<file path="src/rtl/mbap_pkg.sv">
package mbap_pkg;

  localparam int PDU_LIMIT_DEF      = 253;
  localparam int MIN_RTU_LENGTH_DEF = 4;
  localparam int HDR_BYTES          = 6;

  typedef enum logic [1:0] {
    FN_START   = 2'd0,
    FN_TX      = 2'd1,
    FN_RX      = 2'd2,
    FN_TIMEOUT = 2'd3
  } func_t;

  typedef enum logic [1:0] {
    KIND_STATUS = 2'd0,
    KIND_TX     = 2'd1,
    KIND_RX     = 2'd2
  } kind_t;

  typedef enum logic [2:0] {
    ST_OK      = 3'd0,
    ST_NOCFG   = 3'd1,
    ST_LEN     = 3'd2,
    ST_FRAME   = 3'd3,
    ST_TIMEOUT = 3'd4,
    ST_EXC     = 3'd5
  } status_t;

  typedef enum logic [1:0] {
    PH_HUNT    = 2'd0,
    PH_PAYLOAD = 2'd1
  } rx_phase_t;

  typedef struct packed {
    logic [1:0] func;
    logic [7:0] data_byte;
    logic [8:0] frame_length;
  } in_t;

  typedef struct packed {
    logic [7:0] out_byte;
    logic [1:0] out_kind;
    logic       last;
    logic [2:0] status;
  } out_t;

  // One transaction's worth of results: a single result or a six-byte header.
  typedef struct packed {
    logic        hdr;
    logic [15:0] tid;
    logic [8:0]  len;
    out_t        res;
  } set_t;

  typedef struct packed {
    logic busy;
    logic hdr_active;
  } emit_stat_t;

endpackage

</file>
<file path="src/rtl/mbap_core.sv">
module mbap_core import mbap_pkg::*; #(
  parameter int PDU_LIMIT      = PDU_LIMIT_DEF,
  parameter int MIN_RTU_LENGTH = MIN_RTU_LENGTH_DEF
) (
  input  logic clk,
  input  logic rst_n,
  input  logic fire,
  input  in_t  in_item,
  input  logic cfg_wr_en,
  input  logic cfg_wr_data,
  output logic set_load,
  output set_t set_new
);

  localparam logic [8:0]  FLEN_MIN   = 9'(MIN_RTU_LENGTH);
  localparam logic [9:0]  FLEN_MAX   = 10'(PDU_LIMIT + 3);
  localparam logic [15:0] RX_LEN_MAX = 16'(PDU_LIMIT + 1);
  localparam logic [8:0]  HDR_CNT    = 9'(HDR_BYTES);

  logic        link_open_r, link_open_nxt;
  logic [15:0] tid_r, tid_nxt;
  logic [8:0]  tx_rem_r, tx_rem_nxt;
  logic [47:0] rx_hdr_r, rx_hdr_nxt;
  rx_phase_t   rx_phase_r, rx_phase_nxt;
  logic [8:0]  rx_cnt_r, rx_cnt_nxt;
  logic        rx_exc_r, rx_exc_nxt;

  logic [47:0] hdr_shift;
  logic [8:0]  cnt_inc;
  logic        exc_now;
  logic        flen_bad;

  always_ff @(posedge clk) begin
    if (!rst_n) begin
      link_open_r <= 1'b0;
      tid_r       <= '0;
      tx_rem_r    <= '0;
      rx_hdr_r    <= '0;
      rx_phase_r  <= PH_HUNT;
      rx_cnt_r    <= '0;
      rx_exc_r    <= 1'b0;
    end else begin
      link_open_r <= link_open_nxt;
      tid_r       <= tid_nxt;
      tx_rem_r    <= tx_rem_nxt;
      rx_hdr_r    <= rx_hdr_nxt;
      rx_phase_r  <= rx_phase_nxt;
      rx_cnt_r    <= rx_cnt_nxt;
      rx_exc_r    <= rx_exc_nxt;
    end
  end

  assign hdr_shift = {rx_hdr_r[39:0], in_item.data_byte};
  assign cnt_inc   = rx_cnt_r + 9'd1;
  assign exc_now   = (rx_cnt_r == 9'd1) ? in_item.data_byte[7] : rx_exc_r;
  assign flen_bad  = (in_item.frame_length < FLEN_MIN) ||
                     ({1'b0, in_item.frame_length} > FLEN_MAX);

  always_comb begin
    link_open_nxt = link_open_r;
    tid_nxt       = tid_r;
    tx_rem_nxt    = tx_rem_r;
    rx_hdr_nxt    = rx_hdr_r;
    rx_phase_nxt  = rx_phase_r;
    rx_cnt_nxt    = rx_cnt_r;
    rx_exc_nxt    = rx_exc_r;
    set_load      = 1'b0;
    set_new       = '0;

    if (fire) begin
      if (!link_open_r) begin
        set_load              = 1'b1;
        set_new.res.status    = ST_NOCFG;
      end else begin
        case (func_t'(in_item.func))
          FN_START: begin
            set_load = 1'b1;
            if (flen_bad) begin
              set_new.res.status = ST_LEN;
            end else begin
              tid_nxt     = tid_r + 16'd1;
              tx_rem_nxt  = in_item.frame_length;
              set_new.hdr = 1'b1;
              set_new.tid = tid_r + 16'd1;
              set_new.len = in_item.frame_length - 9'd2;
            end
          end
          FN_TX: begin
            if (tx_rem_r != 9'd0) begin
              tx_rem_nxt = tx_rem_r - 9'd1;
              if (tx_rem_r > 9'd2) begin
                set_load             = 1'b1;
                set_new.res.out_byte = in_item.data_byte;
                set_new.res.out_kind = KIND_TX;
              end
            end
          end
          FN_RX: begin
            if (rx_phase_r != PH_PAYLOAD) begin
              if (cnt_inc < HDR_CNT) begin
                rx_hdr_nxt = hdr_shift;
                rx_cnt_nxt = cnt_inc;
              end else if ((hdr_shift[31:16] != 16'd0) || (hdr_shift[47:32] != tid_r) ||
                           (hdr_shift[15:0] == 16'd0) || (hdr_shift[15:0] > RX_LEN_MAX)) begin
                rx_hdr_nxt         = '0;
                rx_phase_nxt       = PH_HUNT;
                rx_cnt_nxt         = '0;
                rx_exc_nxt         = 1'b0;
                set_load           = 1'b1;
                set_new.res.status = ST_FRAME;
              end else begin
                rx_hdr_nxt   = hdr_shift;
                rx_phase_nxt = PH_PAYLOAD;
                rx_cnt_nxt   = '0;
                rx_exc_nxt   = 1'b0;
              end
            end else begin
              set_load             = 1'b1;
              set_new.res.out_byte = in_item.data_byte;
              set_new.res.out_kind = KIND_RX;
              rx_exc_nxt           = exc_now;
              rx_cnt_nxt           = cnt_inc;
              if ({7'd0, cnt_inc} >= rx_hdr_r[15:0]) begin
                rx_hdr_nxt         = '0;
                rx_phase_nxt       = PH_HUNT;
                rx_cnt_nxt         = '0;
                rx_exc_nxt         = 1'b0;
                set_new.res.last   = 1'b1;
                set_new.res.status = exc_now ? ST_EXC : ST_OK;
              end
            end
          end
          default: begin
            rx_hdr_nxt         = '0;
            rx_phase_nxt       = PH_HUNT;
            rx_cnt_nxt         = '0;
            rx_exc_nxt         = 1'b0;
            set_load           = 1'b1;
            set_new.res.status = ST_TIMEOUT;
          end
        endcase
      end
    end

    if (cfg_wr_en) begin
      link_open_nxt = cfg_wr_data;
      tx_rem_nxt    = '0;
      rx_hdr_nxt    = '0;
      rx_phase_nxt  = PH_HUNT;
      rx_cnt_nxt    = '0;
      rx_exc_nxt    = 1'b0;
      if (cfg_wr_data) begin
        tid_nxt = '0;
      end
    end
  end

endmodule

</file>
<file path="src/rtl/mbap_emit.sv">
module mbap_emit import mbap_pkg::*; (
  input  logic       clk,
  input  logic       rst_n,
  input  logic       set_load,
  input  set_t       set_new,
  output logic       ready,
  output emit_stat_t stat,
  output logic       out_valid,
  input  logic       out_stall,
  output out_t       out_data
);

  localparam logic [2:0] IDX_LAST = 3'(HDR_BYTES - 1);

  logic       set_valid_r, set_valid_nxt;
  set_t       set_r, set_nxt;
  logic [2:0] idx_r, idx_nxt;
  logic       out_valid_r, out_valid_nxt;
  out_t       out_r, out_nxt;

  logic out_take, out_free, drain, set_final;
  out_t cur;

  always_ff @(posedge clk) begin
    if (!rst_n) begin
      set_valid_r <= 1'b0;
      out_valid_r <= 1'b0;
      idx_r       <= '0;
    end else begin
      set_valid_r <= set_valid_nxt;
      out_valid_r <= out_valid_nxt;
      idx_r       <= idx_nxt;
    end
  end

  always_ff @(posedge clk) begin
    set_r <= set_nxt;
    out_r <= out_nxt;
  end

  assign out_take  = out_valid_r && !out_stall;
  assign out_free  = !out_valid_r || out_take;
  assign drain     = set_valid_r && out_free;
  assign set_final = !set_r.hdr || (idx_r == IDX_LAST);
  assign ready     = !set_valid_r || (drain && set_final);

  always_comb begin
    cur          = set_r.res;
    if (set_r.hdr) begin
      cur.out_kind = KIND_TX;
      cur.status   = ST_OK;
      cur.last     = 1'b0;
      case (idx_r)
        3'd0: cur.out_byte = set_r.tid[15:8];
        3'd1: cur.out_byte = set_r.tid[7:0];
        3'd4: cur.out_byte = {7'd0, set_r.len[8]};
        3'd5: begin
          cur.out_byte = set_r.len[7:0];
          cur.last     = 1'b1;
        end
        default: cur.out_byte = 8'h00;
      endcase
    end
  end

  always_comb begin
    set_valid_nxt = set_valid_r;
    set_nxt       = set_r;
    idx_nxt       = idx_r;
    out_valid_nxt = out_valid_r;
    out_nxt       = out_r;

    if (drain) begin
      out_valid_nxt = 1'b1;
      out_nxt       = cur;
      if (set_final) begin
        set_valid_nxt = 1'b0;
      end else begin
        idx_nxt = idx_r + 3'd1;
      end
    end else if (out_take) begin
      out_valid_nxt = 1'b0;
    end

    if (set_load) begin
      set_valid_nxt = 1'b1;
      set_nxt       = set_new;
      idx_nxt       = '0;
    end
  end

  assign stat.busy       = set_valid_r;
  assign stat.hdr_active = set_valid_r && set_r.hdr;
  assign out_valid       = out_valid_r;
  assign out_data        = out_r;

endmodule

</file>
<file path="src/rtl/mbap_framer_deframer.sv">
// Channel   Ports                          Payload
// input     in_valid, in_stall, in_data    in_t: func, data_byte, frame_length
// result    out_valid, out_stall, out_data out_t: out_byte, out_kind, last, status
// config    cfg_wr_en, cfg_wr_data         link_open
//
// One input transaction per cycle unless stalled; results go via set and output registers.
// A valid start request yields a six-byte header, one byte per cycle from the result set
// register while out_stall is low; the input is stalled until the last header byte drains.
// Synchronous active-low reset clears link_open, the transaction id and all progress.
// A stalled output register still lets one more transaction be accepted.
module mbap_framer_deframer import mbap_pkg::*; #(
  parameter int PDU_LIMIT      = PDU_LIMIT_DEF,
  parameter int MIN_RTU_LENGTH = MIN_RTU_LENGTH_DEF
) (
  input  logic clk,
  input  logic rst_n,
  input  logic in_valid,
  output logic in_stall,
  input  in_t  in_data,
  output logic out_valid,
  input  logic out_stall,
  output out_t out_data,
  input  logic cfg_wr_en,
  input  logic cfg_wr_data
);

  logic       ready;
  logic       fire;
  logic       set_load;
  set_t       set_new;
  emit_stat_t stat;

  assign in_stall = !ready;
  assign fire     = in_valid && ready;

  mbap_core #(
    .PDU_LIMIT      (PDU_LIMIT),
    .MIN_RTU_LENGTH (MIN_RTU_LENGTH)
  ) u_core (
    .clk         (clk),
    .rst_n       (rst_n),
    .fire        (fire),
    .in_item     (in_data),
    .cfg_wr_en   (cfg_wr_en),
    .cfg_wr_data (cfg_wr_data),
    .set_load    (set_load),
    .set_new     (set_new)
  );

  mbap_emit u_emit (
    .clk       (clk),
    .rst_n     (rst_n),
    .set_load  (set_load),
    .set_new   (set_new),
    .ready     (ready),
    .stat      (stat),
    .out_valid (out_valid),
    .out_stall (out_stall),
    .out_data  (out_data)
  );

  a_stall_busy: assert property (@(posedge clk) disable iff (!rst_n)
    in_stall |-> stat.busy)
    else $error("input stalled with empty result set");

  a_status_only: assert property (@(posedge clk) disable iff (!rst_n)
    (out_valid && out_data.out_kind == KIND_STATUS) |->
      (out_data.out_byte == 8'h00 && !out_data.last && out_data.status != ST_OK))
    else $error("malformed status-only result");

  a_tx_ok: assert property (@(posedge clk) disable iff (!rst_n)
    (out_valid && out_data.out_kind == KIND_TX) |-> (out_data.status == ST_OK))
    else $error("transmit byte carries nonzero status");

  a_hdr_hold: assert property (@(posedge clk) disable iff (!rst_n)
    (stat.hdr_active && !$past(stat.hdr_active)) |-> in_stall)
    else $error("input accepted during header run");

endmodule
</file>
<file path="config.mk">
export PLATFORM = sky130hd
export DESIGN_NAME = mbap_framer_deframer
export DESIGN_NICKNAME = d
export VERILOG_FILES = /design/src/rtl/mbap_pkg.sv /design/src/rtl/mbap_core.sv /design/src/rtl/mbap_emit.sv /design/src/rtl/mbap_framer_deframer.sv
export SDC_FILE = /design/constraint.sdc
export NUM_CORES = 1
export LEC_CHECK = 0
export BUFFER_PORTS_ARGS = -buffer_cell sky130_fd_sc_hd__buf_2
export CAP_MARGIN = 15
export CORE_MARGIN = 8
export CORE_UTILIZATION = 61
export DETAILED_ROUTE_END_ITERATION = 10
export PLACE_DENSITY = 0.8
export SKIP_LAST_GASP = 1
export SYNTH_ARGS = -nofsm -noshare
export SYNTH_HDL_FRONTEND = slang
export SYNTH_SLANG_ARGS = --single-unit
</file>
<file path="constraint.sdc">
create_clock -name clk -period 5.7 [get_ports clk]
set_input_delay 0.57 -clock clk [delete_from_list [all_inputs] [get_ports clk]]
set_output_delay 0.57 -clock clk [all_outputs]
set_load 0.1 [all_outputs]
</file>
---- Yosys cells after proc, flatten, opt, wreduce, memory -nomap -nowiden ----
Cells that the tools add are included.
word-level totals
  output and inout bits ................... 16
  bits in registers ....................... 137
  word-level logic and storage cells ...... 148
  input port bits ......................... 25
cells by class
  mux-type cells .......................... 57
  reduce and logical (&&, ||, !) cells .... 39
  magnitude comparators ................... 6
  equal/unequal tests ..................... 12
  bitwise gates (word level) .............. 7
  $add $sub $neg .......................... 5
operators by type and width
  kind                                                 number
  2-to-1 mux 40 bit                                    4
  2-to-1 mux 16 bit                                    6
  one-hot mux 40 bit (2 select lines)                  1
  2-to-1 mux 9 bit                                     5
  one-hot mux 9 bit (2 select lines)                   2
  one-hot mux 8 bit (4 select lines)                   1
  2-to-1 mux 26 bit                                    1
  2-to-1 mux 10 bit                                    2
  one-hot mux 10 bit (2 select lines)                  1
  2-to-1 mux 1 bit                                     19
  < comparator 9 x 3 -> 1 bit, second input constant   2
  adder 16 x 1 -> 16 bit, second input constant        1
  greater-or-equal comparator 9 x 16 -> 1 bit          1
  > comparator 16 x 8 -> 1 bit, second input constant  1
  logical NOT 16 bit                                   1
  inequality test 16 bit                               1
  nonzero test 16 bit                                  1
  2-to-1 mux 14 bit                                    1
  2-to-1 mux 11 bit                                    1
  2-to-1 mux 2 bit                                     5
  AND reduction 5 bit                                  2
  adder 9 x 1 -> 9 bit, second input constant          1
  equality test 9 x 1 -> 1 bit, second input constant  1
  > comparator 9 x 2 -> 1 bit, second input constant   1
  30 further kinds                                     64

---- Logic depth before layout (Yosys ltp) ----
  word-level depth ........................ 12
  depth in mapped cells ................... 13
  mapped depth without buffers ............ 11

---- Modules after synthesis ----
From an unflattened synthesis, not the netlist that was laid out.
second synthesis, totals
  cell total of the unflattened synthesis .. 684
  area total of the unflattened synthesis .. 6794.0 µm²
by module, submodules not included
  module                times used  seq. area each (µm²)  cells an instance  area an instance (µm²)
  mbap_core             1           1541.5                546                4554.4
  mbap_emit             1           1721.7                136                2229.6
  mbap_framer_deframer  1           0.0                   2                  10.0

---- Worst setup path after synthesis ----
Ideal clock, no wire load.
  kind .................................... register to register
  start ................................... register u_core.rx_cnt_r[1]
  end ..................................... register u_emit.set_r[0] in the netlist's numbering (enable)
  arrival ................................. 3.629 ns
  setup slack ............................. 1.620 ns
  data required time ...................... 5.249 ns
  period minus slack after synthesis ...... 4.080 ns
  path buffers ............................ 0
  setup time .............................. 0.451 ns
  cell stages (with the launch flop) ...... 9
  cell sequence ........................... dfxtp_1 > inv_1 > ha_1 > nor2b_1 > a2bb2oi_1 > o32ai_1 > o211ai_1 > nand3_1 > a21oi_1
on the way
  word-level cells in the longest chain between the ends .. 7
RTL lines
  what                                line                        text
  from (decl)                         mbap_core.sv:25             logic [8:0] rx_cnt_r, rx_cnt_nxt;
  from (signal assigned)              mbap_core.sv:48             rx_cnt_r <= rx_cnt_nxt;
  adder 9 x 1 -> 9 bit                mbap_core.sv:54             assign cnt_inc = rx_cnt_r + 9'd1;
  < comparator 9 x 3 -> 1 bit         mbap_core.sv:100            if (cnt_inc < HDR_CNT) begin
  2-to-1 mux 1 bit                    mbap_core.sv:100
  2-to-1 mux 1 bit                    mbap_core.sv:99             if (rx_phase_r != PH_PAYLOAD) begin
  one-hot mux 1 bit (2 select lines)  mbap_core.sv:75             case (func_t'(in_item.func))
  2-to-1 mux 1 bit                    mbap_core.sv:71             if (!link_open_r) begin
  2-to-1 mux 1 bit                    mbap_core.sv:70             if (fire) begin
  via set_load                        mbap_framer_deframer.sv:29  logic set_load;
  to (signal assigned)                mbap_emit.sv:37             set_r <= set_nxt;
  to (decl)                           mbap_emit.sv:16             set_t set_r, set_nxt;
The timed path passes the listed nets, and every way through them passes these cells.
A chain may end at the register's enable or synchronous reset.

---- Worst setup path in the final report ----
  start ................................... register u_emit.idx_r[0]
  end ..................................... register u_core.rx_hdr_r[39]
on the way
  word-level cells in the longest chain between the ends .. 6
RTL lines
  what                                  line                        text
  from (decl)                           mbap_emit.sv:17             logic [2:0] idx_r, idx_nxt;
  from (signal assigned)                mbap_emit.sv:32             idx_r <= idx_nxt;
  equality test 3 bit                   mbap_emit.sv:44             assign set_final = !set_r.hdr || (idx_r == IDX_LAST);
  logical OR 1 bit                      mbap_emit.sv:44
  logical AND 1 bit                     mbap_emit.sv:45             assign ready = !set_valid_r || (drain && set_final);
  logical OR 1 bit                      mbap_emit.sv:45
  logical AND 1 bit                     mbap_framer_deframer.sv:34  assign fire = in_valid && ready;
  AND reduction 4 bit (no source line)  -
  to (signal assigned)                  mbap_core.sv:46             rx_hdr_r <= rx_hdr_nxt;
  to (decl)                             mbap_core.sv:23             logic [47:0] rx_hdr_r, rx_hdr_nxt;
No other way between the ends.

==> results <==
- The most critical setup path has its startpoint at u_emit.idx_r[0].
- The clock tree from TritonCTS is built.
- After clock tree synthesis, the clock-pin slew on the worst setup and hold paths is around 0.060 ns.
- The finished cells cover around 7600 um2.
- In the routed design, unresolved DRC markers number 0.
- IR analysis of the VDD net gives a maximum drop of about 0.22 mV.
- The commonest non-fill, non-tap cell in the layout is dfxtp_1.
- Measured along the x axis, the die boundary spans approximately 120 um.
- The design draws 2.27 mW.
- In the final layout, the share of cells above drive strength 1 is 18.0%.
- The worst register-to-register path has a depth of 8.
- In this run, CTS created clock tree buffers numbering 17.
- In this run the count of I/O pins placed on the die edge is roughly 40.
- STA classifies the critical path startpoint as a flip-flop.
- The final number of hold-violating endpoints was 0.
- The data required time at the worst endpoint is 6.17 ns.
- Detailed placement finished with a half-perimeter wire length of around 10,000 um.
- The die covers 14,700 um2.
- The tool flagged a number of max-cap violations equal to 0.
- The total number of vias is 5,193.
- At the pin with the least slew margin, the transition time is 0.964 ns.
- The startpoint identified for the worst register-to-register timing path is u_emit.idx_r[0].
- The worst hold path belongs to the class in -> reg.
- The repair_antennas step left the layout with diodes totalling 0.
- The vias per cell is 5.98.
- The area added between synthesis and finish is 12.8%.
- The synthesized design contains 54 enable-type register cells.
- The total setup violations reported at the end of the flow is 0.
- The synthesis warning total is 0.
- After detailed placement, the total cell area comes to between 6000 and 7000 um2.
- The congestion estimate from routability-driven global placement came to between 0.9 and 1.
- The total overflow left after global routing is 0.
- Across all hold checks on the routed design, the worst slack comes to 0.312 ns.
- No sink is reached through more buffers than the 2 on the longest clock path.
- The depth of the CTS H-tree is 4.
- The flow ran to the end, and the final reports show no timing, DRC or antenna violations.
- Wires add up to ~15,000 um.
- Yosys mapped the design onto 63 distinct sky130hd cell types.
- The terminus of the critical flop-to-flop path is u_core.rx_hdr_r[39].
- Clock skew on the completed layout was measured at 0.00920 ns.
- The number of buffers added for setup after CTS is 0.
- After the last flow step, the layout net total stands at 762.
- The summed instance area of the synthesized netlist is 6740 um2.
- The flip-flop cell with the highest count after synthesis is dfxtp_1.
- The minimum period implied by the final worst setup slack is 3.44 ns.
- The residual antenna-violating net count after detailed routing is 0.
- The peak clock frequency supported by timing is 291 MHz.
- The net count after synthesis is 729.
- The core outline area is 10,800 um2.
- The synthesized design contains ~140 register bits.
- Averaged over all synthesized cells, the footprint is 9.89 um2.
- Hold repair after CTS inserted 0 buffers.
- The relative slew slack is 35.6%.
- The register-to-register setup slack is 2.26 ns.
- The via count of the first global-routing pass is 4,996.
- In this run the worst path has a maximum fanout of 40.
- In the final timing run, aggregate negative setup slack is 0 ns.
- The first TritonRoute pass finished after 5 iterations.
- The floorplan has 38 rows.
- The later pin in the worst-skew pair is clocked with a latency of 0.54 ns.
- Setup repair after global routing left no endpoint under its margin.
- The number of resized instances in the post-cts repair step is 0.
- In this run the worst setup path terminates at u_core.rx_hdr_r[39].
- For this configuration, the core starts out at a cell density of 62.5%.
- In the layout the commonest cells are dfxtp_1 (82), nor2_1 (65), edfxtp_1 (54).
- The class of the most critical setup path is reg -> reg.
- The global routing usage summed across all routing layers is 20.5%.
- The DRC marker count from the first detailed-route iteration is 464.
- The number of sinks handled by clock tree synthesis is between 100 and 150.
- The power density normalized to cell area is around 300 nW/um2.
- The capturing element type of the critical path is a flip-flop.
- The portion of the post-synthesis area used by sequential elements is 48.4%.
- The number of buffer cells added on primary ports is 40.
- The root buffer cell is clkbuf_8.
- The detailed-route wire length per cell is around 17 um.
- The number of pins exceeding their max-slew limit in the final report is 0.
- The share of synthesized flip-flops with an asynchronous set or reset is 0%.
- The instance count of the mapped netlist is between 600 and 700.
- The pin count of the biggest net entering global routing is 47.
- The analysis attributes to cell leakage a power of 2.98 nW.
- The initial antenna violation count is 0.
- The overall die height is 121 um.
- The first-pass GRT wire length is 23,800 um.
- The share of the cycle needed by the critical path after routing is 60.3%.
- The arrival time at the worst endpoint is 3.91 ns.
-- registers in the layout (all words and copies together) (netlist names), 3 cells and up --
name and count:
u_emit.out_data 14, u_emit.set_r 40, u_core.tx_rem_r 9, u_emit.idx_r 3, u_core.rx_cnt_r 9, u_core.tid_r 16, u_core.rx_hdr_r 40
-- cell type report --
cell class | count | area (um2)
Clock buffer | 26 | 531
Inverter | 41 | 154
Multi-Input combinational cell | 474 | 3180
Sequential cell | 136 | 3260
Timing Repair Buffer | 45 | 248
Clock inverter | 6 | 56.3
Tap cell | 140 | 175
Fill cell | 793 | 3190
-- worst min-delay path by stage --
stage / slack (ns) / to / from / cells after the start
CTS: 0.28 / u_core.link_open_r / cfg_wr_data / 3
global route: 0.31 / u_core.rx_hdr_r[1] / in_data[10] / 2
floorplan: 0.45 / u_core.tx_rem_r[6] / u_core.tx_rem_r[6] / 2
global placement: 0.46 / u_core.tx_rem_r[6] / u_core.tx_rem_r[6] / 2
finish: 0.31 / u_core.link_open_r / cfg_wr_data / 3
detailed placement: 0.47 / u_core.tx_rem_r[6] / u_core.tx_rem_r[6] / 2
-- logic make-up after synthesis --
family | Yosys count | share of synthesized area (%)
other cells | 1 | 0.0556
compound gates | 156 | 17.2
flops | 136 | 48.4
xor+xnor | 56 | 7.27
buf+inv | 72 | 4.75
mux | 3 | 0.482
simple gates | 236 | 17.7
fa+ha+maj | 22 | 4.08
-- where the power goes --
part / switching (mW) / internal (mW)
logic: 0.119 / 0.0378
clock network: 0.389 / 0.675
registers: 0.00992 / 1.04
-- cell usage after synthesis, drive strengths merged (12+ instances only) --
library cell / n / area, um2
dfxtp: 82 / 1640
nor2: 66 / 250
edfxtp: 54 / 1620
a22o: 44 / 434
nand2: 43 / 161
inv: 41 / 154
xor2: 30 / 263
o21ai: 27 / 139
xnor2: 26 / 228
a21oi: 25 / 140
ha: 22 / 275
nor2b: 20 / 125
nand3: 18 / 90.1
buf: 17 / 114
and2: 15 / 95.1
nor3: 15 / 75.1
a31oi: 14 / 87.6
clkbuf: 14 / 52.6
nor4: 14 / 93.8
or3: 12 / 75.1
-- critical path: stages (launching register included) --
cell	delay, ns
dfxtp_1	0.40
ha_1	0.60
a21boi_1	0.23
o21ai_2	0.33
inv_1	0.19
nor2_2	0.38
nand2_1	0.19
a21oi_4	0.77
a22o_2	0.27
-- metrics by stage --
stage,util (%),setup slack [ns],std cells
after floorplan,-,1.62,682
after global placement,64.7,2.46,833
after detailed placement,64.7,2.34,833
after CTS,70.2,2.32,865
after global routing,70.5,1.98,868
final,70.5,2.26,868
-- metal layers --
| metal | track usage, % | routed length [um] | part of all wire, % |
|---|---|---|---|
| met4 | 9.10 | 340 | 2.3 |
| met1 | 25.6 | 6320 | 43 |
| met3 | 5.58 | 1030 | 7.0 |
| met2 | 32.8 | 6970 | 48 |
| met5 | 0 | 0 | 0 |
Power figures use the tool's default switching activity.
